## config.mk

```make
export PLATFORM = sky130hd
export DESIGN_NAME = lth_front
export DESIGN_NICKNAME = d
export VERILOG_FILES = /design/src/rtl/led_triangle_heading_defines.svh /design/src/rtl/lth_pkg.sv /design/src/rtl/lth_front.sv
export SDC_FILE = /design/constraint.sdc
export NUM_CORES = 2
export LEC_CHECK = 0
export BUFFER_PORTS_ARGS = -buffer_cell sky130_fd_sc_hd__buf_2
export CORE_MARGIN = 2
export CORE_UTILIZATION = 50
export CTS_BUF_LIST = sky130_fd_sc_hd__clkbuf_4
export DETAILED_ROUTE_END_ITERATION = 10
export PLACE_DENSITY = 0.69
export REMOVE_ABC_BUFFERS = 1
export SETUP_SLACK_MARGIN = 0.05
export SYNTH_ARGS = -nofsm -noshare
export SYNTH_HDL_FRONTEND = slang
export SYNTH_SLANG_ARGS = --single-unit
```

## constraint.sdc

```tcl
create_clock -name clk -period 6.9 [get_ports clk]
set_input_delay 0.69 -clock clk [delete_from_list [all_inputs] [get_ports clk]]
set_output_delay 0.69 -clock clk [all_outputs]
set_load 0.05 [all_outputs]
```

## src/rtl/led_triangle_heading_defines.svh

```systemverilog
// ----------------------------------------------------------------------------
// led_triangle_heading_defines.svh
// Assertion macros shared by the LED triangle heading RTL.
// ----------------------------------------------------------------------------
`ifndef LED_TRIANGLE_HEADING_DEFINES_SVH
`define LED_TRIANGLE_HEADING_DEFINES_SVH

// same-cycle implication, clocked on clk, off during reset
`define LTH_ASSERT_NOW(lbl, ante, cons, msg) \
	lbl: assert property (@(posedge clk) disable iff (!arst_n) (ante) |-> (cons)) \
		else $error(msg);

// next-cycle implication
`define LTH_ASSERT_NEXT(lbl, ante, cons, msg) \
	lbl: assert property (@(posedge clk) disable iff (!arst_n) (ante) |=> (cons)) \
		else $error(msg);

`endif

```

## src/rtl/lth_pkg.sv

```systemverilog
// ----------------------------------------------------------------------------
// lth_pkg
// Constants, CORDIC angle table and flag types for the LED triangle heading.
// ----------------------------------------------------------------------------
package lth_pkg;

	localparam int CORDIC_STEPS = 24;
	localparam int DEG_SHIFT    = 20;   // angle unit inside CORDIC: 2^-20 degree
	localparam int PRE_SHIFT    = 24;   // operand prescale
	localparam int ZW           = 30;   // angle accumulator width

	typedef logic signed [ZW-1:0] zang_t;

	localparam zang_t Z_90  = ZW'(90 * (2**DEG_SHIFT));
	localparam zang_t Z_180 = ZW'(180 * (2**DEG_SHIFT));

	typedef struct packed {
		logic ok;
		logic mirror;
	} turn_flag_t;

	typedef struct packed {
		logic ok;
		logic straight;
	} gam_flag_t;

	typedef struct packed {
		logic zero;
		logic c_pos;
	} cor_spec_t;

	// round(atan(2^-i) in degrees * 2^20)
	function automatic zang_t atan_step(input logic [4:0] i);
		case (i)
			5'd0:    return ZW'(47185920);
			5'd1:    return ZW'(27855475);
			5'd2:    return ZW'(14718068);
			5'd3:    return ZW'(7471121);
			5'd4:    return ZW'(3750058);
			5'd5:    return ZW'(1876857);
			5'd6:    return ZW'(938658);
			5'd7:    return ZW'(469357);
			5'd8:    return ZW'(234682);
			5'd9:    return ZW'(117342);
			5'd10:   return ZW'(58671);
			5'd11:   return ZW'(29335);
			5'd12:   return ZW'(14668);
			5'd13:   return ZW'(7334);
			5'd14:   return ZW'(3667);
			5'd15:   return ZW'(1833);
			5'd16:   return ZW'(917);
			5'd17:   return ZW'(458);
			5'd18:   return ZW'(229);
			5'd19:   return ZW'(115);
			5'd20:   return ZW'(57);
			5'd21:   return ZW'(29);
			5'd22:   return ZW'(14);
			5'd23:   return ZW'(7);
			default: return '0;
		endcase
	endfunction

endpackage

```

## src/rtl/lth_front.sv

```systemverilog
// ----------------------------------------------------------------------------
// lth_front
// Five-stage front end: centroid (divide by three), validity flags and the
// cross / dot products that feed the two angle units.
// ----------------------------------------------------------------------------
module lth_front #(
	parameter int W = 12
) (
	input  logic                      clk,
	input  logic                      arst_n,
	input  logic                      en,
	input  logic                      in_valid,
	input  logic signed [W-1:0]       red_x,
	input  logic signed [W-1:0]       red_y,
	input  logic signed [W-1:0]       green_x,
	input  logic signed [W-1:0]       green_y,
	input  logic signed [W-1:0]       blue_x,
	input  logic signed [W-1:0]       blue_y,
	output logic                      v_out,
	output logic signed [W-1:0]       cx_out,
	output logic signed [W-1:0]       cy_out,
	output lth_pkg::turn_flag_t       tflag_out,
	output lth_pkg::gam_flag_t        gflag_out,
	output logic signed [2*W+2:0]     t_s_out,
	output logic signed [2*W+2:0]     t_c_out,
	output logic signed [2*W+2:0]     g_s_out,
	output logic signed [2*W+2:0]     g_c_out
);
	import lth_pkg::*;

	localparam int SW = W + 2;       // sum of three
	localparam int DW = W + 1;       // differences
	localparam int N  = W + 1;       // magnitude of sum
	localparam int K  = N + 1;       // reciprocal shift
	localparam int PW = 2*W + 1;     // turn products
	localparam int QW = 2*W + 2;     // gamma products
	localparam int IW = 2*W + 3;     // angle operands
	localparam logic [K-1:0] DIV3_M = K'(((2**K) + 2) / 3);

	// valid bits
	logic v_s1, v_s2, v_s3, v_s4, v_s5;

	always_ff @(posedge clk or negedge arst_n) begin
		if (!arst_n) begin
			v_s1 <= 1'b0;
			v_s2 <= 1'b0;
			v_s3 <= 1'b0;
			v_s4 <= 1'b0;
			v_s5 <= 1'b0;
		end else if (en) begin
			v_s1 <= in_valid;
			v_s2 <= v_s1;
			v_s3 <= v_s2;
			v_s4 <= v_s3;
			v_s5 <= v_s4;
		end
	end

	// stage 1: sums, differences, raw flags
	logic signed [SW-1:0] sum_x_s1, sum_y_s1;
	logic signed [DW-1:0] ux_s1, uy_s1, vx_s1, vy_s1;
	logic signed [W-1:0]  bx_s1, by_s1;
	logic                 allneg_s1, gbad_s1, hid_s1, byok_s1;

	always_ff @(posedge clk) begin
		if (en) begin
			sum_x_s1  <= SW'(red_x) + SW'(green_x) + SW'(blue_x);
			sum_y_s1  <= SW'(red_y) + SW'(green_y) + SW'(blue_y);
			ux_s1     <= DW'(red_x) - DW'(blue_x);
			uy_s1     <= DW'(red_y) - DW'(blue_y);
			vx_s1     <= DW'(green_x) - DW'(blue_x);
			vy_s1     <= DW'(green_y) - DW'(blue_y);
			bx_s1     <= blue_x;
			by_s1     <= blue_y;
			allneg_s1 <= (red_x <= 0) && (green_x <= 0) && (blue_x <= 0);
			gbad_s1   <= red_x[W-1] | red_y[W-1] | green_x[W-1] | green_y[W-1];
			hid_s1    <= blue_x[W-1];
			byok_s1   <= !blue_y[W-1];
		end
	end

	// stage 2: |sum| / 3 by reciprocal multiply, gamma validity
	logic [SW-1:0]  abs_x, abs_y;
	logic [N+K-1:0] prod_x, prod_y;

	always_comb begin
		abs_x  = sum_x_s1[SW-1] ? SW'(-sum_x_s1) : SW'(sum_x_s1);
		abs_y  = sum_y_s1[SW-1] ? SW'(-sum_y_s1) : SW'(sum_y_s1);
		prod_x = (N+K)'(abs_x[N-1:0]) * (N+K)'(DIV3_M);
		prod_y = (N+K)'(abs_y[N-1:0]) * (N+K)'(DIV3_M);
	end

	logic [W-1:0]         qx_s2, qy_s2;
	logic                 negx_s2, negy_s2, allneg_s2;
	logic signed [DW-1:0] ux_s2, uy_s2, vx_s2, vy_s2;
	logic signed [W-1:0]  bx_s2, by_s2;
	gam_flag_t            gflag_s2;

	always_ff @(posedge clk) begin
		if (en) begin
			qx_s2     <= prod_x[K +: W];
			qy_s2     <= prod_y[K +: W];
			negx_s2   <= sum_x_s1[SW-1];
			negy_s2   <= sum_y_s1[SW-1];
			allneg_s2 <= allneg_s1;
			ux_s2     <= ux_s1;
			uy_s2     <= uy_s1;
			vx_s2     <= vx_s1;
			vy_s2     <= vy_s1;
			bx_s2     <= bx_s1;
			by_s2     <= by_s1;
			gflag_s2.straight <= hid_s1;
			gflag_s2.ok <= !gbad_s1 && (hid_s1 ? byok_s1 :
				(!(ux_s1 == '0 && uy_s1 == '0) && !(vx_s1 == '0 && vy_s1 == '0)));
		end
	end

	// stage 3: signed centroid
	logic signed [W-1:0] cx_v, cy_v;

	always_comb begin
		cx_v = negx_s2 ? W'(-$signed({1'b0, qx_s2})) : W'($signed({1'b0, qx_s2}));
		cy_v = negy_s2 ? W'(-$signed({1'b0, qy_s2})) : W'($signed({1'b0, qy_s2}));
		if (allneg_s2) begin
			cx_v = '1;
			cy_v = '1;
		end
	end

	logic signed [W-1:0]  cx_s3, cy_s3, bx_s3, by_s3;
	logic                 allneg_s3;
	logic signed [DW-1:0] ux_s3, uy_s3, vx_s3, vy_s3;
	gam_flag_t            gflag_s3;

	always_ff @(posedge clk) begin
		if (en) begin
			cx_s3     <= cx_v;
			cy_s3     <= cy_v;
			bx_s3     <= bx_s2;
			by_s3     <= by_s2;
			allneg_s3 <= allneg_s2;
			ux_s3     <= ux_s2;
			uy_s3     <= uy_s2;
			vx_s3     <= vx_s2;
			vy_s3     <= vy_s2;
			gflag_s3  <= gflag_s2;
		end
	end

	// stage 4: products
	logic signed [DW-1:0] ax, ay;
	logic signed [PW-1:0] tp1, tp2;
	logic signed [QW-1:0] gp1, gp2, gd1, gd2;

	always_comb begin
		ax  = DW'(cx_s3) - DW'(bx_s3);
		ay  = DW'(cy_s3) - DW'(by_s3);
		tp1 = ax * cy_s3;
		tp2 = ay * cy_s3;
		gp1 = ux_s3 * vy_s3;
		gp2 = uy_s3 * vx_s3;
		gd1 = ux_s3 * vx_s3;
		gd2 = uy_s3 * vy_s3;
	end

	logic signed [W-1:0]  cx_s4, cy_s4;
	logic signed [PW-1:0] tp1_s4, tp2_s4;
	logic signed [QW-1:0] gp1_s4, gp2_s4, gd1_s4, gd2_s4;
	turn_flag_t           tflag_s4;
	gam_flag_t            gflag_s4;

	always_ff @(posedge clk) begin
		if (en) begin
			cx_s4  <= cx_s3;
			cy_s4  <= cy_s3;
			tp1_s4 <= tp1;
			tp2_s4 <= tp2;
			gp1_s4 <= gp1;
			gp2_s4 <= gp2;
			gd1_s4 <= gd1;
			gd2_s4 <= gd2;
			tflag_s4.ok     <= !allneg_s3 && !(ax == '0 && ay == '0) && (cy_s3 != '0);
			tflag_s4.mirror <= cx_s3 < bx_s3;
			gflag_s4 <= gflag_s3;
		end
	end

	// stage 5: sine / cosine terms
	logic signed [IW-1:0] gcross;

	assign gcross = IW'(gp1_s4) - IW'(gp2_s4);

	logic signed [W-1:0]  cx_s5, cy_s5;
	logic signed [IW-1:0] t_s_s5, t_c_s5, g_s_s5, g_c_s5;
	turn_flag_t           tflag_s5;
	gam_flag_t            gflag_s5;

	always_ff @(posedge clk) begin
		if (en) begin
			cx_s5    <= cx_s4;
			cy_s5    <= cy_s4;
			t_s_s5   <= tp1_s4[PW-1] ? -IW'(tp1_s4) : IW'(tp1_s4);
			t_c_s5   <= IW'(tp2_s4);
			g_s_s5   <= gcross[IW-1] ? -gcross : gcross;
			g_c_s5   <= IW'(gd1_s4) + IW'(gd2_s4);
			tflag_s5 <= tflag_s4;
			gflag_s5 <= gflag_s4;
		end
	end

	assign v_out     = v_s5;
	assign cx_out    = cx_s5;
	assign cy_out    = cy_s5;
	assign tflag_out = tflag_s5;
	assign gflag_out = gflag_s5;
	assign t_s_out   = t_s_s5;
	assign t_c_out   = t_c_s5;
	assign g_s_out   = g_s_s5;
	assign g_c_out   = g_c_s5;

endmodule

```

==> impl_summary.log <==
INFO  metric status = finished, violations left
INFO  metric violated_checks = setup timing
INFO  metric design.die.area = 144,000 µm²
INFO  metric critPathTopFamily = adder cells
INFO  metric fp-row-count = 137
INFO  metric startpoint = cy_s3[0]$_SDFFCE_PP1P_
INFO  metric critPathLaunchType = flop
INFO  metric grt_setup_unrepaired = yes
INFO  metric cts_tree = yes
INFO  metric grt_first_pass_wirelength = about 270,000 µm
INFO  metric critPathRequiredTime = 7.78 ns
INFO  metric dominantRegCellSynth = edfxtp_1
INFO  metric first_pass_detailed_route_iteration_total = 6
INFO  metric setup.worst_path.class = reg -> reg
INFO  metric vert_die_dim = 379 µm
INFO  metric antenna_violating_nets_post_route = 0
INFO  metric drt-initial-drc-count = a little over 3k
INFO  metric syn_area_per_cell = 10.6 µm²
INFO  metric final_replace_weighted_congestion = ~0.92
INFO  metric hold_depth = 3
INFO  metric worst_r2r_path_depth = 30
INFO  metric area_growth_syn_to_layout = 12.9%
INFO  metric critical_path_depth = 30
INFO  metric hold_path_class = in -> reg
INFO  metric dpl.hpwl = 135,000 µm
INFO  metric synth-edff-count = ~630
INFO  metric first_global_vias = 50.6k
INFO  metric io_buffer_count = 212
INFO  metric pin_slew_with_the_least_headroom_to_its_limit = about 1.1 ns
INFO  metric cpPeakStageDelay = ~0.53 ns
INFO  metric layout.cell_area.non_filler = slightly below 80,000 µm²
INFO  metric die_w = ~380 µm
INFO  metric worst-r2r-setup-slack = -0.18 ns
INFO  metric clock_tree.htree_level_count = 4
INFO  metric floorplan.initialDensity = just over 50%
INFO  metric setup.worst_path.end_class = flop
INFO  metric crit_slowest_cell = fa_1
INFO  metric holdPathEnd = vx_s1[9]$_DFFE_PP_
INFO  metric vias_per_instance = 5.20
INFO  metric min_period_over_period = 103%
INFO  metric drive_gt1_share = between 10% and 20%
INFO  metric route.detailed.drc = 0
INFO  metric post_synth_inst_count = 6,625
INFO  metric asyncSetResetFlopFracSynth = less than 1%
INFO  metric globalRoute.totalOverflow = 0
INFO  metric postRouteWirelength = between 150,000 and 200,000 µm
INFO  metric dpl.cell_count = 8,870
INFO  metric grt_antenna_before_repair = 24
INFO  metric clk_path_buf_depth = 3
INFO  metric synth.yosys.seq_area_share = a little over a quarter
INFO  metric timing.final.crit_period = approximately 7.1 ns
INFO  metric post-route-worst-setup-slack = -0.181 ns
INFO  metric i_o_pin_count = around 210
INFO  metric synth.cell_area = between 70,000 and 80,000 µm²
INFO  metric worstReg2RegStart = cy_s3[0]$_SDFFCE_PP1P_
INFO  metric hold_start = green_x[9]
INFO  metric dpl_worst_slack = -0.470 ns
INFO  metric detailed_place.area = around 76,000 µm²
INFO  metric insertion_delay = around 1.2 ns
INFO  metric finalHoldViolCount = 0
INFO  metric setup_viol = 6
INFO  metric wire_per_inst = roughly 18 µm
INFO  metric finish.net_count = between 9k and 10k
INFO  metric cts_num_sinks = 634
INFO  metric synth-seq-cells = about 630
INFO  metric yosys.cell_types.count = just over 80
INFO  metric critPathMostFrequentCell = fa_1
INFO  metric dominant_cell_type_by_area_after_synthesis = fa_1
INFO  metric cp.arrival = between 7 and 8 ns
INFO  metric coreArea = 140,000 µm²
INFO  metric max_clock_freq = ~140 MHz
INFO  metric clkSlewWorstSetupHoldPaths = about 0.06 ns
INFO  metric clock_skew = approximately 0.069 ns
INFO  metric drv.max_cap_violation_count = 0
INFO  metric global_route.usage.total = 24.2%
INFO  metric yosys_warnings = 0
INFO  metric final_core_utilization = between 50% and 60%
INFO  metric cts-root-buf = clkbuf_4
INFO  metric critPathMaxFanout = 3
INFO  metric worst_path_buf_inv = 5
INFO  metric layout.cells.non_filler = slightly above 9k
INFO  metric via_count = about 48k
INFO  metric numCtsBuffers = 170
INFO  metric number_of_max_slew_violations_in_the_final_report = 0
INFO  metric maxSlewHeadroom = approximately 29%
INFO  metric netlist_top_cells_area = fa_1 30%, edfxtp_1 27%, ha_1 12%
INFO  metric critical_path.reg2reg.endpoint = tp2_s4[21]$_DFFE_PP_
INFO  metric grt_start_max_net_pins = around 140
INFO  metric post-synth-top-area-fraction = a little under a third
[area by class of cell]
cell class	instances	area, µm²
fill	11800	60200
multi-input combinational	4433	46000
sequential	634	19000
inverter	1381	5190
timing repair buffer	642	4770
tap	1876	2350
clock buffer	231	1730
clock inverter	62	375
antenna	9	22.5
[layer usage]
| metal | track usage, % | vias up | wire [µm] |
|---|---|---|---|
| met5 | 0 | - | 91 |
| met4 | 8.06 | 14 | 4880 |
| met3 | 4.30 | 262 | 11300 |
| met2 | 38.3 | 1375 | 78200 |
| met1 | 33.8 | 24200 | 74000 |
| li1 | - | 22400 | - |
[layout by cell type, fill, tap and decap left out, types with 14 or more instances in the layout]
| master | Yosys | final |
|---|---|---|
| edfxtp_1 | 629 | 629 |
| nand2_1 | 648 | 646 |
| inv_1 | 1381 | 1369 |
| a21oi_1 | 165 | 150 |
| nor2_1 | 225 | 223 |
| nor3_1 | 73 | 70 |
| and2_1 | 384 | 379 |
| a21o_1 | 64 | 64 |
| buf_12 | 0 | 25 |
| a21boi_0 | 49 | 41 |
| clkbuf_4 | 0 | 232 |
| dlygate4sd3_1 | 0 | 50 |
| clkinv_1 | 0 | 37 |
| nand2b_1 | 84 | 84 |
| fa_1 | 1064 | 1057 |
| xnor2_1 | 261 | 259 |
| buf_4 | 3 | 346 |
| o21ai_0 | 157 | 139 |
| nand3_1 | 41 | 38 |
| buf_2 | 1 | 211 |
| o31ai_1 | 19 | 19 |
| or3_1 | 25 | 25 |
| nor4_1 | 30 | 29 |
| a21oi_2 | 0 | 14 |
| nor2b_1 | 74 | 73 |
| xor2_1 | 88 | 86 |
| clkinv_2 | 0 | 14 |
| a31oi_1 | 28 | 23 |
| and3_1 | 25 | 25 |
| o21a_1 | 23 | 23 |
| ha_1 | 697 | 684 |
[registers in the layout, indices dropped and copies added (netlist names), 14 cells and up]
signal and count:
t_s_out 27, gd1_s4 26, g_s_out 27, sum_y_s1 14
sum_x_s1 14, g_c_out 27, tp2_s4 25, gp2_s4 26
t_c_out 25, gd2_s4 26, gp1_s4 26, tp1_s4 25
[cells by family (layout without fill, tap and decap cells)]
kind of cell | after synthesis | in the layout | synth area share (%)
adder cells (fa/ha/maj) | 1761 | 1761 | 42.6
AND/OR/NAND/NOR | 1675 | 1675 | 11.7
AO/OA/AOI/OAI | 635 | 635 | 5.80
XOR/XNOR | 349 | 349 | 4.34
buffers and inverters | 1559 | 2316 | 8.34
other | 1 | 11 | 0.00532
flip-flops | 634 | 634 | 27.0
multiplexers | 11 | 11 | 0.171
[through the flow]
step | TNS (ns) | hold slack [ns]
6_report | -0.609 | 0.111
5_1_grt | -3.53 | 0.0405
4_1_cts | -0.775 | 0.00480
2_1_floorplan | -4.43 | 0.394
3_3_place_gp | -2.15 | 0.401
3_5_place_dp | -3.56 | 0.405
[Yosys cell counts, types with 41 or more instances]
master,number
a21boi_0,49
a21o_1,64
a21oi_1,165
and2_1,384
clkbuf_1,171
edfxtp_1,629
fa_1,1064
ha_1,697
inv_1,1381
nand2_1,648
nand2b_1,84
nand3_1,41
nor2_1,225
nor2b_1,74
nor3_1,73
o21ai_0,157
xnor2_1,261
xor2_1,88
[how the worst max path moves through the flow]
stage / endpoint / slack [ns]
floorplan: tp2_s4[23]$_DFFE_PP_ / -0.77
global placement: tp2_s4[23]$_DFFE_PP_ / -0.38
detailed placement: tp2_s4[24]$_DFFE_PP_ / -0.47
CTS: tp2_s4[21]$_DFFE_PP_ / -0.22
global route: tp2_s4[21]$_DFFE_PP_ / -0.54
finish: tp2_s4[21]$_DFFE_PP_ / -0.18
[worst register-to-register path: cells and delay by family, from the launching register on]
kind                       cells  cell delay [ns]
adders and majority gates      8             3.06
AOI/OAI and AO/OA             11             1.90
and+or+nand+nor                4             0.80
buffers and inverters          5             0.29
xor gates and xnor gates       2             0.43
DFF                            1             0.36
[what timing repair did]
| item | 4_1_cts | 5_1_grt |
|---|---|---|
| setup endpoints to repair | 15 | 34 |
| resized for setup | 64 | 74 |
| setup buffers | 19 | 28 |
| pin swaps | 54 | 68 |
| hold buffers | 50 | 0 |
| endpoints found under the hold margin | 109 | 0 |
Power is left out: the tool's default activity adds up to more than one toggle a clock period on the data nets, which glitch-free logic cannot reach.
